**src/rtl/pph_pkg.sv**
```systemverilog
package pph_pkg;

  typedef enum logic [2:0] {
    PH_HUNT,
    PH_LEN_HI,
    PH_LEN_LO,
    PH_FLAG1,
    PH_FLAG2,
    PH_OPTLEN,
    PH_OPT,
    PH_DATA
  } parse_phase_t;

  // reported phase codes
  localparam logic [1:0] OUT_HUNT   = 2'd0;
  localparam logic [1:0] OUT_FIXED  = 2'd1;
  localparam logic [1:0] OUT_OPT    = 2'd2;
  localparam logic [1:0] OUT_DATA   = 2'd3;

  // configuration register indexes
  localparam logic CFG_ID_LOW  = 1'b0;
  localparam logic CFG_ID_HIGH = 1'b1;

  localparam logic [31:0] ID_LOW_RESET  = 32'h0000_01E0;
  localparam logic [31:0] ID_HIGH_RESET = 32'h0000_01EF;

  localparam int unsigned PTS_STORE = 5;
  localparam logic [7:0]  PTS_MASK_HI  = 8'h0E;
  localparam logic [7:0]  PTS_MASK_MID = 8'hFE;

  // ticks / 90 = (ticks >> 1) / 45; floor(2^37 / 45)
  localparam logic [31:0] RECIP_45  = 32'd3054198966;
  localparam int unsigned RECIP_SHIFT = 37;
  localparam logic [32:0] DIV_HALF  = 33'd45;

  typedef struct packed {
    logic [7:0]  payload_byte;
    logic        payload_valid;
    logic        packet_end;
    logic [1:0]  phase;
    logic        pts_valid;
    logic [32:0] pts_ticks;
  } result_t;

endpackage

```
**src/rtl/pph_parser.sv**
```systemverilog
module pph_parser
  import pph_pkg::*;
(
  input  logic        clk,
  input  logic        rst,
  input  logic        cfg_valid,
  input  logic        cfg_index,
  input  logic [31:0] cfg_data,
  input  logic        in_valid,
  output logic        in_stall,
  input  logic [7:0]  data_byte,
  output logic        a_valid,
  output result_t     a_result,
  input  logic        a_stall
);

  logic [31:0]  id_low;
  logic [31:0]  id_high;
  logic [31:0]  sync_shift;
  logic [31:0]  sync_shift_next;
  parse_phase_t parse_phase;
  parse_phase_t parse_phase_next;
  logic [16:0]  bytes_left;
  logic [16:0]  bytes_left_next;
  logic [16:0]  left_dec;
  logic         used_up;
  logic [7:0]   opt_left;
  logic [7:0]   opt_left_next;
  logic [2:0]   opt_index;
  logic [2:0]   opt_index_next;
  logic [7:0]   pts_bytes [PTS_STORE];
  logic [7:0]   pts_bytes_next [PTS_STORE];
  logic         has_pts;
  logic         has_pts_next;
  result_t      res;
  logic         accept;

  assign in_stall = a_valid && a_stall;
  assign accept   = in_valid && !in_stall;

  assign left_dec = (bytes_left != 17'd0) ? bytes_left - 17'd1 : 17'd0;
  assign used_up  = (left_dec == 17'd0);

  always_comb begin
    sync_shift_next  = sync_shift;
    parse_phase_next = parse_phase;
    bytes_left_next  = bytes_left;
    opt_left_next    = opt_left;
    opt_index_next   = opt_index;
    pts_bytes_next   = pts_bytes;
    has_pts_next     = has_pts;
    res              = '0;
    unique case (parse_phase)
      PH_HUNT: begin
        res.phase       = OUT_HUNT;
        sync_shift_next = {sync_shift[23:0], data_byte};
        if (sync_shift_next >= id_low && sync_shift_next <= id_high) begin
          parse_phase_next = PH_LEN_HI;
        end
      end
      PH_LEN_HI: begin
        res.phase        = OUT_FIXED;
        bytes_left_next  = {1'b0, data_byte, 8'd0};
        parse_phase_next = PH_LEN_LO;
      end
      PH_LEN_LO: begin
        res.phase        = OUT_FIXED;
        bytes_left_next  = bytes_left + {9'd0, data_byte};
        parse_phase_next = PH_FLAG1;
      end
      PH_FLAG1, PH_FLAG2: begin
        res.phase       = OUT_FIXED;
        bytes_left_next = left_dec;
        if (used_up) begin
          res.packet_end   = 1'b1;
          parse_phase_next = PH_HUNT;
        end else begin
          parse_phase_next = (parse_phase == PH_FLAG1) ? PH_FLAG2 : PH_OPTLEN;
        end
      end
      PH_OPTLEN: begin
        res.phase       = OUT_FIXED;
        opt_left_next   = data_byte;
        opt_index_next  = 3'd0;
        has_pts_next    = (data_byte != 8'd0);
        bytes_left_next = left_dec;
        if (used_up) begin
          res.packet_end   = 1'b1;
          parse_phase_next = PH_HUNT;
        end else begin
          parse_phase_next = (data_byte != 8'd0) ? PH_OPT : PH_DATA;
        end
      end
      PH_OPT: begin
        res.phase = OUT_OPT;
        // bytes past the fifth are counted but dropped
        if (opt_index < 3'(PTS_STORE)) begin
          pts_bytes_next[opt_index] = data_byte;
          opt_index_next            = opt_index + 3'd1;
        end
        opt_left_next   = opt_left - 8'd1;
        bytes_left_next = left_dec;
        if (used_up) begin
          res.packet_end   = 1'b1;
          parse_phase_next = PH_HUNT;
        end else if (opt_left_next == 8'd0) begin
          parse_phase_next = PH_DATA;
        end
      end
      PH_DATA: begin
        res.phase         = OUT_DATA;
        res.payload_byte  = data_byte;
        res.payload_valid = 1'b1;
        bytes_left_next   = left_dec;
        if (used_up) begin
          res.packet_end   = 1'b1;
          parse_phase_next = PH_HUNT;
        end
      end
    endcase
    res.pts_valid = has_pts_next;
    res.pts_ticks = {pts_bytes_next[0][3:1] & PTS_MASK_HI[3:1],
                     pts_bytes_next[1],
                     pts_bytes_next[2][7:1] & PTS_MASK_MID[7:1],
                     pts_bytes_next[3],
                     pts_bytes_next[4][7:1] & PTS_MASK_MID[7:1]};
  end

  always_ff @(posedge clk) begin
    if (rst) begin
      id_low  <= ID_LOW_RESET;
      id_high <= ID_HIGH_RESET;
    end else if (cfg_valid) begin
      unique case (cfg_index)
        CFG_ID_LOW:  id_low  <= cfg_data;
        CFG_ID_HIGH: id_high <= cfg_data;
      endcase
    end
  end

  always_ff @(posedge clk) begin
    if (rst) begin
      sync_shift  <= '0;
      parse_phase <= PH_HUNT;
      bytes_left  <= '0;
      opt_left    <= '0;
      opt_index   <= '0;
      has_pts     <= 1'b0;
      for (int i = 0; i < PTS_STORE; i++) begin
        pts_bytes[i] <= '0;
      end
    end else if (accept) begin
      sync_shift  <= sync_shift_next;
      parse_phase <= parse_phase_next;
      bytes_left  <= bytes_left_next;
      opt_left    <= opt_left_next;
      opt_index   <= opt_index_next;
      has_pts     <= has_pts_next;
      pts_bytes   <= pts_bytes_next;
    end
  end

  always_ff @(posedge clk) begin
    if (rst) begin
      a_valid <= 1'b0;
    end else if (!in_stall) begin
      a_valid <= in_valid;
    end
  end

  always_ff @(posedge clk) begin
    if (accept) begin
      a_result <= res;
    end
  end

endmodule

```
**src/rtl/pph_div90.sv**
```systemverilog
module pph_div90
  import pph_pkg::*;
(
  input  logic        clk,
  input  logic        rst,
  input  logic        a_valid,
  input  result_t     a_result,
  output logic        a_stall,
  output logic        out_valid,
  input  logic        out_stall,
  output result_t     out_result,
  output logic [26:0] out_ms
);

  logic        b_valid;
  result_t     b_result;
  logic [31:0] b_half;
  logic [26:0] b_quot;
  logic [63:0] prod;
  logic        out_adv;
  logic        b_adv;
  logic [32:0] rem;
  logic [26:0] quot;

  assign out_adv = !out_valid || !out_stall;
  assign b_adv   = !b_valid || out_adv;
  assign a_stall = !b_adv;

  // estimate is exact or one short
  assign prod = {32'd0, a_result.pts_ticks[32:1]} * {32'd0, RECIP_45};

  assign rem  = {1'b0, b_half} - ({6'd0, b_quot} * DIV_HALF);
  assign quot = (rem >= DIV_HALF) ? b_quot + 27'd1 : b_quot;

  always_ff @(posedge clk) begin
    if (rst) begin
      b_valid   <= 1'b0;
      out_valid <= 1'b0;
    end else begin
      if (b_adv) begin
        b_valid <= a_valid;
      end
      if (out_adv) begin
        out_valid <= b_valid;
      end
    end
  end

  always_ff @(posedge clk) begin
    if (b_adv && a_valid) begin
      b_result <= a_result;
      b_half   <= a_result.pts_ticks[32:1];
      b_quot   <= prod[RECIP_SHIFT +: 27];
    end
    if (out_adv && b_valid) begin
      out_result <= b_result;
      out_ms     <= quot;
    end
  end

endmodule

```
**src/rtl/pes_packet_header_parser.sv**
```systemverilog
// pes packet header parser
// takes one stream byte per request on the input channel (in_valid / in_stall,
// data_byte) and returns exactly one result per byte on the output channel
// (out_valid / out_stall): payload byte and flag, packet end, parse phase,
// pts flag, pts in 90 kHz ticks and in milliseconds.
// the start code range is set through the write channel (cfg_valid,
// cfg_ready, cfg_index, cfg_data): index 0 is the low bound, 1 the high bound;
// cfg_ready is always high. write only while the block is idle.
// the edge that takes a byte loads the parse register, then the result moves
// on to the reciprocal multiply register and then to the correction/output
// register, which drives out_valid and the outputs. throughput: one byte per
// cycle while the receiver does not stall, set by the parse step that updates
// the header state. when the receiver stalls, the output holds and the
// pipeline fills; empty stages still advance, so in_stall rises only once every
// stage is full.
// reset (synchronous) empties the pipeline, returns the parser to hunting,
// clears the pts bytes and restores the default start code range.
module pes_packet_header_parser
  import pph_pkg::*;
(
  input  logic        clk,
  input  logic        rst,
  input  logic        cfg_valid,
  output logic        cfg_ready,
  input  logic        cfg_index,
  input  logic [31:0] cfg_data,
  input  logic        in_valid,
  output logic        in_stall,
  input  logic [7:0]  data_byte,
  output logic        out_valid,
  input  logic        out_stall,
  output logic [7:0]  payload_byte,
  output logic        payload_valid,
  output logic        packet_end,
  output logic [1:0]  phase,
  output logic        pts_valid,
  output logic [32:0] pts_ticks,
  output logic [26:0] pts_ms
);

  logic    a_valid;
  logic    a_stall;
  result_t a_result;
  result_t out_result;

  assign cfg_ready = 1'b1;

  pph_parser u_parser (
    .clk       (clk),
    .rst       (rst),
    .cfg_valid (cfg_valid),
    .cfg_index (cfg_index),
    .cfg_data  (cfg_data),
    .in_valid  (in_valid),
    .in_stall  (in_stall),
    .data_byte (data_byte),
    .a_valid   (a_valid),
    .a_result  (a_result),
    .a_stall   (a_stall)
  );

  pph_div90 u_div90 (
    .clk        (clk),
    .rst        (rst),
    .a_valid    (a_valid),
    .a_result   (a_result),
    .a_stall    (a_stall),
    .out_valid  (out_valid),
    .out_stall  (out_stall),
    .out_result (out_result),
    .out_ms     (pts_ms)
  );

  assign payload_byte  = out_result.payload_byte;
  assign payload_valid = out_result.payload_valid;
  assign packet_end    = out_result.packet_end;
  assign phase         = out_result.phase;
  assign pts_valid     = out_result.pts_valid;
  assign pts_ticks     = out_result.pts_ticks;

endmodule

```
**config.mk**
```make
export PLATFORM = sky130hd
export DESIGN_NAME = pes_packet_header_parser
export DESIGN_NICKNAME = d
export VERILOG_FILES = /design/src/rtl/pph_pkg.sv /design/src/rtl/pph_parser.sv /design/src/rtl/pph_div90.sv /design/src/rtl/pes_packet_header_parser.sv
export SDC_FILE = /design/constraint.sdc
export NUM_CORES = 2
export LEC_CHECK = 0
export CORE_AREA = 2 2 300 302
export CTS_CLUSTER_DIAMETER = 30
export DETAILED_ROUTE_END_ITERATION = 10
export DIE_AREA = 0 0 302 304
export DONT_BUFFER_PORTS = 1
export GPL_TIMING_DRIVEN = 0
export REMOVE_ABC_BUFFERS = 1
export SLEW_MARGIN = 10
export SYNTH_ARGS = -nofsm -noshare
export SYNTH_HDL_FRONTEND = slang
export SYNTH_SLANG_ARGS = --single-unit
```
**constraint.sdc**
```tcl
create_clock -name clk -period 8.2 [get_ports clk]
set_input_delay 0.41 -clock clk [delete_from_list [all_inputs] [get_ports clk]]
set_output_delay 0.41 -clock clk [all_outputs]
set_load 0.05 [all_outputs]
```
# ---- Word-level counts from Yosys, hierarchy flattened
# Index checks and enable logic that the tools add are counted.
dict set report totals {
  register_bits 387
  latchBits 0
  ramBits 0
  romBits 0
  inputBits 46
  output_inout_bits 76
  elab_cells 122
  memories 0
}
dict set report op_classes {
  n_addsub 6
  multipliers 2
  n_div 0
  n_lt_le_gt_ge 6
  n_eq_ne 11
  shift 0
  muxes 24
  n_bitwise 2
  n_reduce_logical 31
}
# operator count
set ops {}
lappend ops {{2-to-1 mux 36 bit} 2}
lappend ops {{multiplier 32 x 31 -> 63 bit, second input constant} 1}
lappend ops {{case mux 17 bit (3 select lines)} 1}
lappend ops {{bitwise mux 40 bit} 1}
lappend ops {{>= comparator 33 x 6 -> 1 bit, second input constant} 1}
lappend ops {{multiplier 27 x 6 -> 33 bit, second input constant} 1}
lappend ops {{subtractor 32 x 33 -> 33 bit} 1}
lappend ops {{>= comparator 32 bit} 1}
lappend ops {{less-or-equal comparator 32 bit} 1}
lappend ops {{adder 27 x 1 -> 27 bit, second input constant} 1}
lappend ops {{2-to-1 mux 27 bit} 1}
lappend ops {{demux 8 bit (select 3 bit)} 1}
lappend ops {{2-to-1 mux 3 bit} 7}
lappend ops {{case mux 3 bit (7 select lines)} 1}
lappend ops {{adder 17 x 8 -> 17 bit} 1}
lappend ops {{logical NOT 17 bit} 1}
lappend ops {{2-to-1 mux 17 bit} 1}
lappend ops {{nonzero test 17 bit} 1}
lappend ops {{subtractor 17 x 1 -> 17 bit, second input constant} 1}
lappend ops {{case mux 8 bit (2 select lines)} 1}
lappend ops {{equality test 3 bit, second input constant} 4}
lappend ops {{AND reduction 2 bit} 5}
lappend ops {{OR reduction 5 bit} 2}
lappend ops {{logical NOT 8 bit} 1}
lappend ops {{other kinds (25)} 43}

# ---- Logic depth before layout (Yosys ltp)
dict set report logic_depth {
  depth_word 8
  depth_mapped 26
  depth_no_buf 26
}

# ---- By module
# Synthesis repeated with hierarchy kept, for this count alone.
dict set report unflattened {
  cells_unflattened 3645
  hier_area_um2 35640.4
}
# module instances cells_each area_per_inst_um2 seq_area_each_um2
set modules_own_cells {}
lappend modules_own_cells {pph_div90 1 2411 25245.5 4424.2}
lappend modules_own_cells {pph_parser 1 1232 10383.7 4464.3}
lappend modules_own_cells {pes_packet_header_parser 1 2 11.3 0.0}

# ---- Worst setup path after synthesis
# OpenSTA, ideal clock, no wires.
dict set report synth_path {
  kind {register to register}
  startpoint {register u_parser.a_result[6] (netlist name)}
  endpoint {register u_div90.b_quot[26], data pin}
  setup_time_ns 0.262
  arrival_ns 6.851
  required_ns 7.938
  path_slack_ns 1.087
  stages_incl_launch_ff 25
  n_path_buf 0
  synth_period_minus_slack_ns 7.113
  cell_sequence {edfxtp_1 -> ha_1 -> xor2_1 -> ha_1 -> fa_1 -> inv_1 -> fa_1 -> inv_1 -> fa_1 -> fa_1 -> fa_1 -> inv_1 -> fa_1 -> inv_1 -> ha_1 -> and4_1 -> nand2_1 -> nor2_1 -> a211oi_1 -> a21oi_1 -> a31o_2 -> a211o_1 -> and3_1 -> a211oi_1 -> xnor2_1}
}
dict set report synth_via {
  elab_chain_cells 1
}
# element line_no
set synth_rtl {}
lappend synth_rtl {{multiplier 32 x 31 -> 63 bit} pph_div90.sv:30} ;# assign prod = {32'd0, a_result.pts_ticks[32:1]} * {32'd0, RECIP_45};
lappend synth_rtl {{named net u_div90.prod[63]} pph_div90.sv:19} ;# logic [63:0] prod;
lappend synth_rtl {{to (signal assigned)} pph_div90.sv:53} ;# b_quot <= prod[RECIP_SHIFT +: 27];
lappend synth_rtl {{to (decl)} pph_div90.sv:18} ;# logic [26:0] b_quot;
# The timed path passes the listed nets, and every way through them passes these cells.
# A chain may end at the register's enable or synchronous reset.

# ---- Final worst setup path
dict set report layout_path {
  startpoint {register u_parser.a_result[4] (netlist name)}
  endpoint {register u_div90.b_quot[26], data pin}
}
dict set report layout_via {
  elab_chain_cells 1
}
# element line_no
set layout_rtl {}
lappend layout_rtl {{multiplier 32 x 31 -> 63 bit} pph_div90.sv:30}
lappend layout_rtl {{named net u_div90.prod[63]} pph_div90.sv:19}
# The timed path passes the listed nets, and every way through them passes these cells.

==> results.sh <==
export IMPL_ant_nets=0
export IMPL_die_area_um2=91800
export IMPL_reg2reg_to="u_div90.b_quot[26]$_DFFE_PP_"
export IMPL_tns_ns=0
export IMPL_post_dp_hpwl_um=74600
export IMPL_ys_top_cells_by_count="776 x inv_1, 503 x ha_1, 407 x fa_1"
export IMPL_gp_congestion=0.976
export IMPL_r2r_start="u_parser.a_result[4]$_DFFE_PP_"
export IMPL_cp_common_cell="fa_1"
export IMPL_regArea_um2=8890
export IMPL_yosysMostFrequentCell="inv_1"
export IMPL_clk_latency_ns=0.67
export IMPL_end_kind="register"
export IMPL_synthesis_area_um2=35200
export IMPL_synth_edff_count=192
export IMPL_cap_violations=0
export IMPL_cp_start_kind="register"
export IMPL_via_per_inst=5.14
export IMPL_dieWidth_um=302
export IMPL_slowest_stage="fa_1"
export IMPL_cp_arrival_ns=8.27
export IMPL_max_slew_margin_rel_pct=21.6
export IMPL_min_period_over_period_pct=96.4
export IMPL_antenna_found_initial=3
export IMPL_grt_max_degree=157
export IMPL_clock_path_buffers=3
export IMPL_min_to="u_parser.bytes_left[9]$_SDFFE_PP0P_"
export IMPL_synth_seq_cells=348
export IMPL_ios=122
export IMPL_synthArstFlopShare_pct=0
export IMPL_h_tree_depth=3
export IMPL_first_global_vias=26200
export IMPL_cts_tree="yes"
export IMPL_min_delay_start="data_byte[1]"
export IMPL_reg2reg_slack_ns=0.30
export IMPL_io_buffers=0
export IMPL_path_cells="ha_1 -> xor2_1 -> ha_1 -> or2_2 -> fa_1 -> inv_1 -> fa_1 -> inv_1 -> fa_1 -> fa_1 -> fa_1 -> fa_1 -> ha_1 -> a21oi_1 -> o21ai_0 -> nor3_2 -> o211a_1 -> a21oi_2 -> a31o_2 -> a211o_1 -> and3_1 -> a211oi_1 -> xnor2_1"
export IMPL_synthTopCellsByArea="fa_1 23%, ha_1 18%, edfxtp_1 16%"
export IMPL_fin_crit_ns=7.90
export IMPL_wire_per_inst_um=19.2
export IMPL_min_delay_path_depth=2
export IMPL_syn_inst=3604
export IMPL_clock_skew_ns=0.0450
export IMPL_fmax_mhz=127
export IMPL_synth_top_cell_area_share_pct=23.2
export IMPL_vias=25200
export IMPL_hold_viol=0
export IMPL_setup_viol=0
export IMPL_grtUsageTotal_pct=20.9
export IMPL_initial_core_util_pct=39.5
export IMPL_path_max_fanout=5
export IMPL_layout_drive_gt1_share_pct=6.89
export IMPL_syn_area_per_cell_um2=9.76
export IMPL_rsz0062_at_grt="no"
export IMPL_synth_cell_types=73
export IMPL_ys_seq_area_share_pct=25.3
export IMPL_finalMaxSlewViolations=0
export IMPL_rows=110
export IMPL_reg2regPathDepth=23
export IMPL_layout_nets=4620
export IMPL_numCtsBuffers=80
export IMPL_clkTransAtPathRegs_ns=0.05
export IMPL_core_area_um2=89000
export IMPL_path_class="register to register"
export IMPL_cts_num_sinks=348
export IMPL_slowest_delay_ns=0.56
export IMPL_cts_root_buf="clkbuf_16"
export IMPL_synth_area_leader_cell="fa_1"
export IMPL_routed_wirelength_um=94200
export IMPL_post_route_drc_count=0
export IMPL_drtIter0Drc=1606
export IMPL_startpoint="u_parser.a_result[4]$_DFFE_PP_"
export IMPL_die_y_um=304
export IMPL_multi_input_comb_area_um2=23100
export IMPL_n_fill_cell=8432
export IMPL_crit_required_ns=8.57
export IMPL_worst_pin_slew_ns=1.17
export IMPL_yosysWarnings=0
export IMPL_synthFlopType="edfxtp_1"
export IMPL_grt_first_pass_wirelength_um=147000
export IMPL_areaGrowthSynthToFinish_pct=14.0
export IMPL_hold_path_class="input port to register"
export IMPL_gr_total_overflow=0
export IMPL_outcome="complete, no violations"
export IMPL_drtPass1Iterations=6
-- logic make-up (layout without fill, tap and decap cells) --
| group | count (synthesis) | in the layout | share of synthesized area (%) |
|---|---|---|---|
| DFF | 348 | 348 | 25.3 |
| AOI/OAI and AO/OA | 529 | 529 | 9.50 |
| adders and majority gates | 910 | 910 | 41.1 |
| other | 1 | 2 | 0.0107 |
| buffers and inverters | 879 | 1006 | 9.46 |
| xor gates and xnor gates | 111 | 111 | 2.76 |
| muxes | 40 | 40 | 1.26 |
| and+or+nand+nor | 786 | 786 | 10.7 |
-- area by class of cell --
type                       instances  share of cell area (%)
clock inverter                    62                    1.97
clock buffer                      87                    5.11
timing repair buffer              81                    2.19
antenna                            1                 0.00624
inverter                         776                    7.27
tap                             1176                    3.67
sequential                       348                    22.2
multi-input combinational       2377                    57.6
-- layout by cell type (no fill, tap or decap), types with 10 or more instances in the layout --
master	netlist	final
inv_1	776	775
ha_1	503	494
fa_1	407	407
nand2_1	269	267
a21oi_1	205	203
edfxtp_1	192	192
nor2_1	168	167
dfxtp_1	156	156
o21ai_0	85	85
nor3_1	86	84
clkbuf_16	0	81
a21o_1	64	64
xor2_1	59	55
xnor2_1	52	52
dlygate4sd3_1	0	46
nand3_1	41	41
nand4_1	38	38
mux2_2	34	34
and3_1	34	34
and2_1	33	31
buf_4	1	25
nor4_1	22	22
o211ai_1	18	18
a211oi_1	16	16
o21a_1	16	16
nor2b_1	16	15
or2_2	13	13
nand2b_1	14	13
or3_1	13	13
a2111oi_0	12	12
a31oi_1	12	12
nand3b_1	12	12
a211o_1	10	10
clkinv_2	0	10
-- worst max-delay path: cells and delay by family, from the launching register on --
kind	cells	cell delay [ns]
adders and majority gates	9	4.16
AOI/OAI and AO/OA	7	1.73
and+or+nand+nor	3	0.70
DFF	1	0.53
xor gates and xnor gates	2	0.35
buffers and inverters	2	0.13
-- repair_timing --
item	in CTS	in global routing
hold buffers	47	0
endpoints found under the hold margin	194	0
gates resized for setup	7	13
setup buffers	12	13
endpoints found under the setup margin	9	9
-- registers in the layout, indices dropped and copies added, names as in the netlist --
name / count
u_parser.id_high: 32
u_parser.opt_left: 8
u_parser.pts_bytes: 33
u_parser.a_valid: 1
u_div90.b_quot: 27
u_parser.opt_index: 3
u_div90.b_half: 32
u_parser.a_result: 46
u_parser.sync_shift: 24
u_parser.bytes_left: 17
u_parser.parse_phase: 3
u_div90.b_valid: 1
u_parser.id_low: 32
u_div90.out_ms: 27
u_div90.out_result: 46
u_parser.has_pts: 1
u_div90.b_result: 14
u_div90.out_valid: 1
-- metrics by stage --
step | setup WS, ns | utilization [%] | hold slack, ns | cell area (um^2) | cells
global placement | -1.94 | 40.7 | 0.400 | 36200 | 4677
detailed placement | -0.365 | 41.0 | 0.405 | 36500 | 4686
CTS | 0.0146 | 44.8 | 0.000138 | 39900 | 4894
global route | 0.0146 | 45.0 | 0.0208 | 40100 | 4908
floorplan | 1.09 | - | 0.400 | 34800 | 3501
finish | 0.297 | 45.0 | 0.0329 | 40100 | 4908
-- worst max-delay path by stage --
| stage | to |
|---|---|
| after floorplan | u_div90.b_quot[26]$_DFFE_PP_ |
| after global placement | u_div90.out_result[11]$_DFFE_PP_ |
| after detailed placement | u_div90.b_quot[24]$_DFFE_PP_ |
| after CTS | u_div90.b_quot[26]$_DFFE_PP_ |
| after global routing | u_div90.b_quot[26]$_DFFE_PP_ |
| final | u_div90.b_quot[26]$_DFFE_PP_ |
-- routing by layer --
layer	GRT usage, %	up-vias	wire length [um]
li1	-	12000	-
met5	0	-	13
met1	26.3	12300	39200
met4	8.21	2	3780
met2	35.0	687	45300
met3	4.51	195	5910
Power is left out: the tool's default activity adds up to more than one toggle a clock period on the data nets, which glitch-free logic cannot reach.
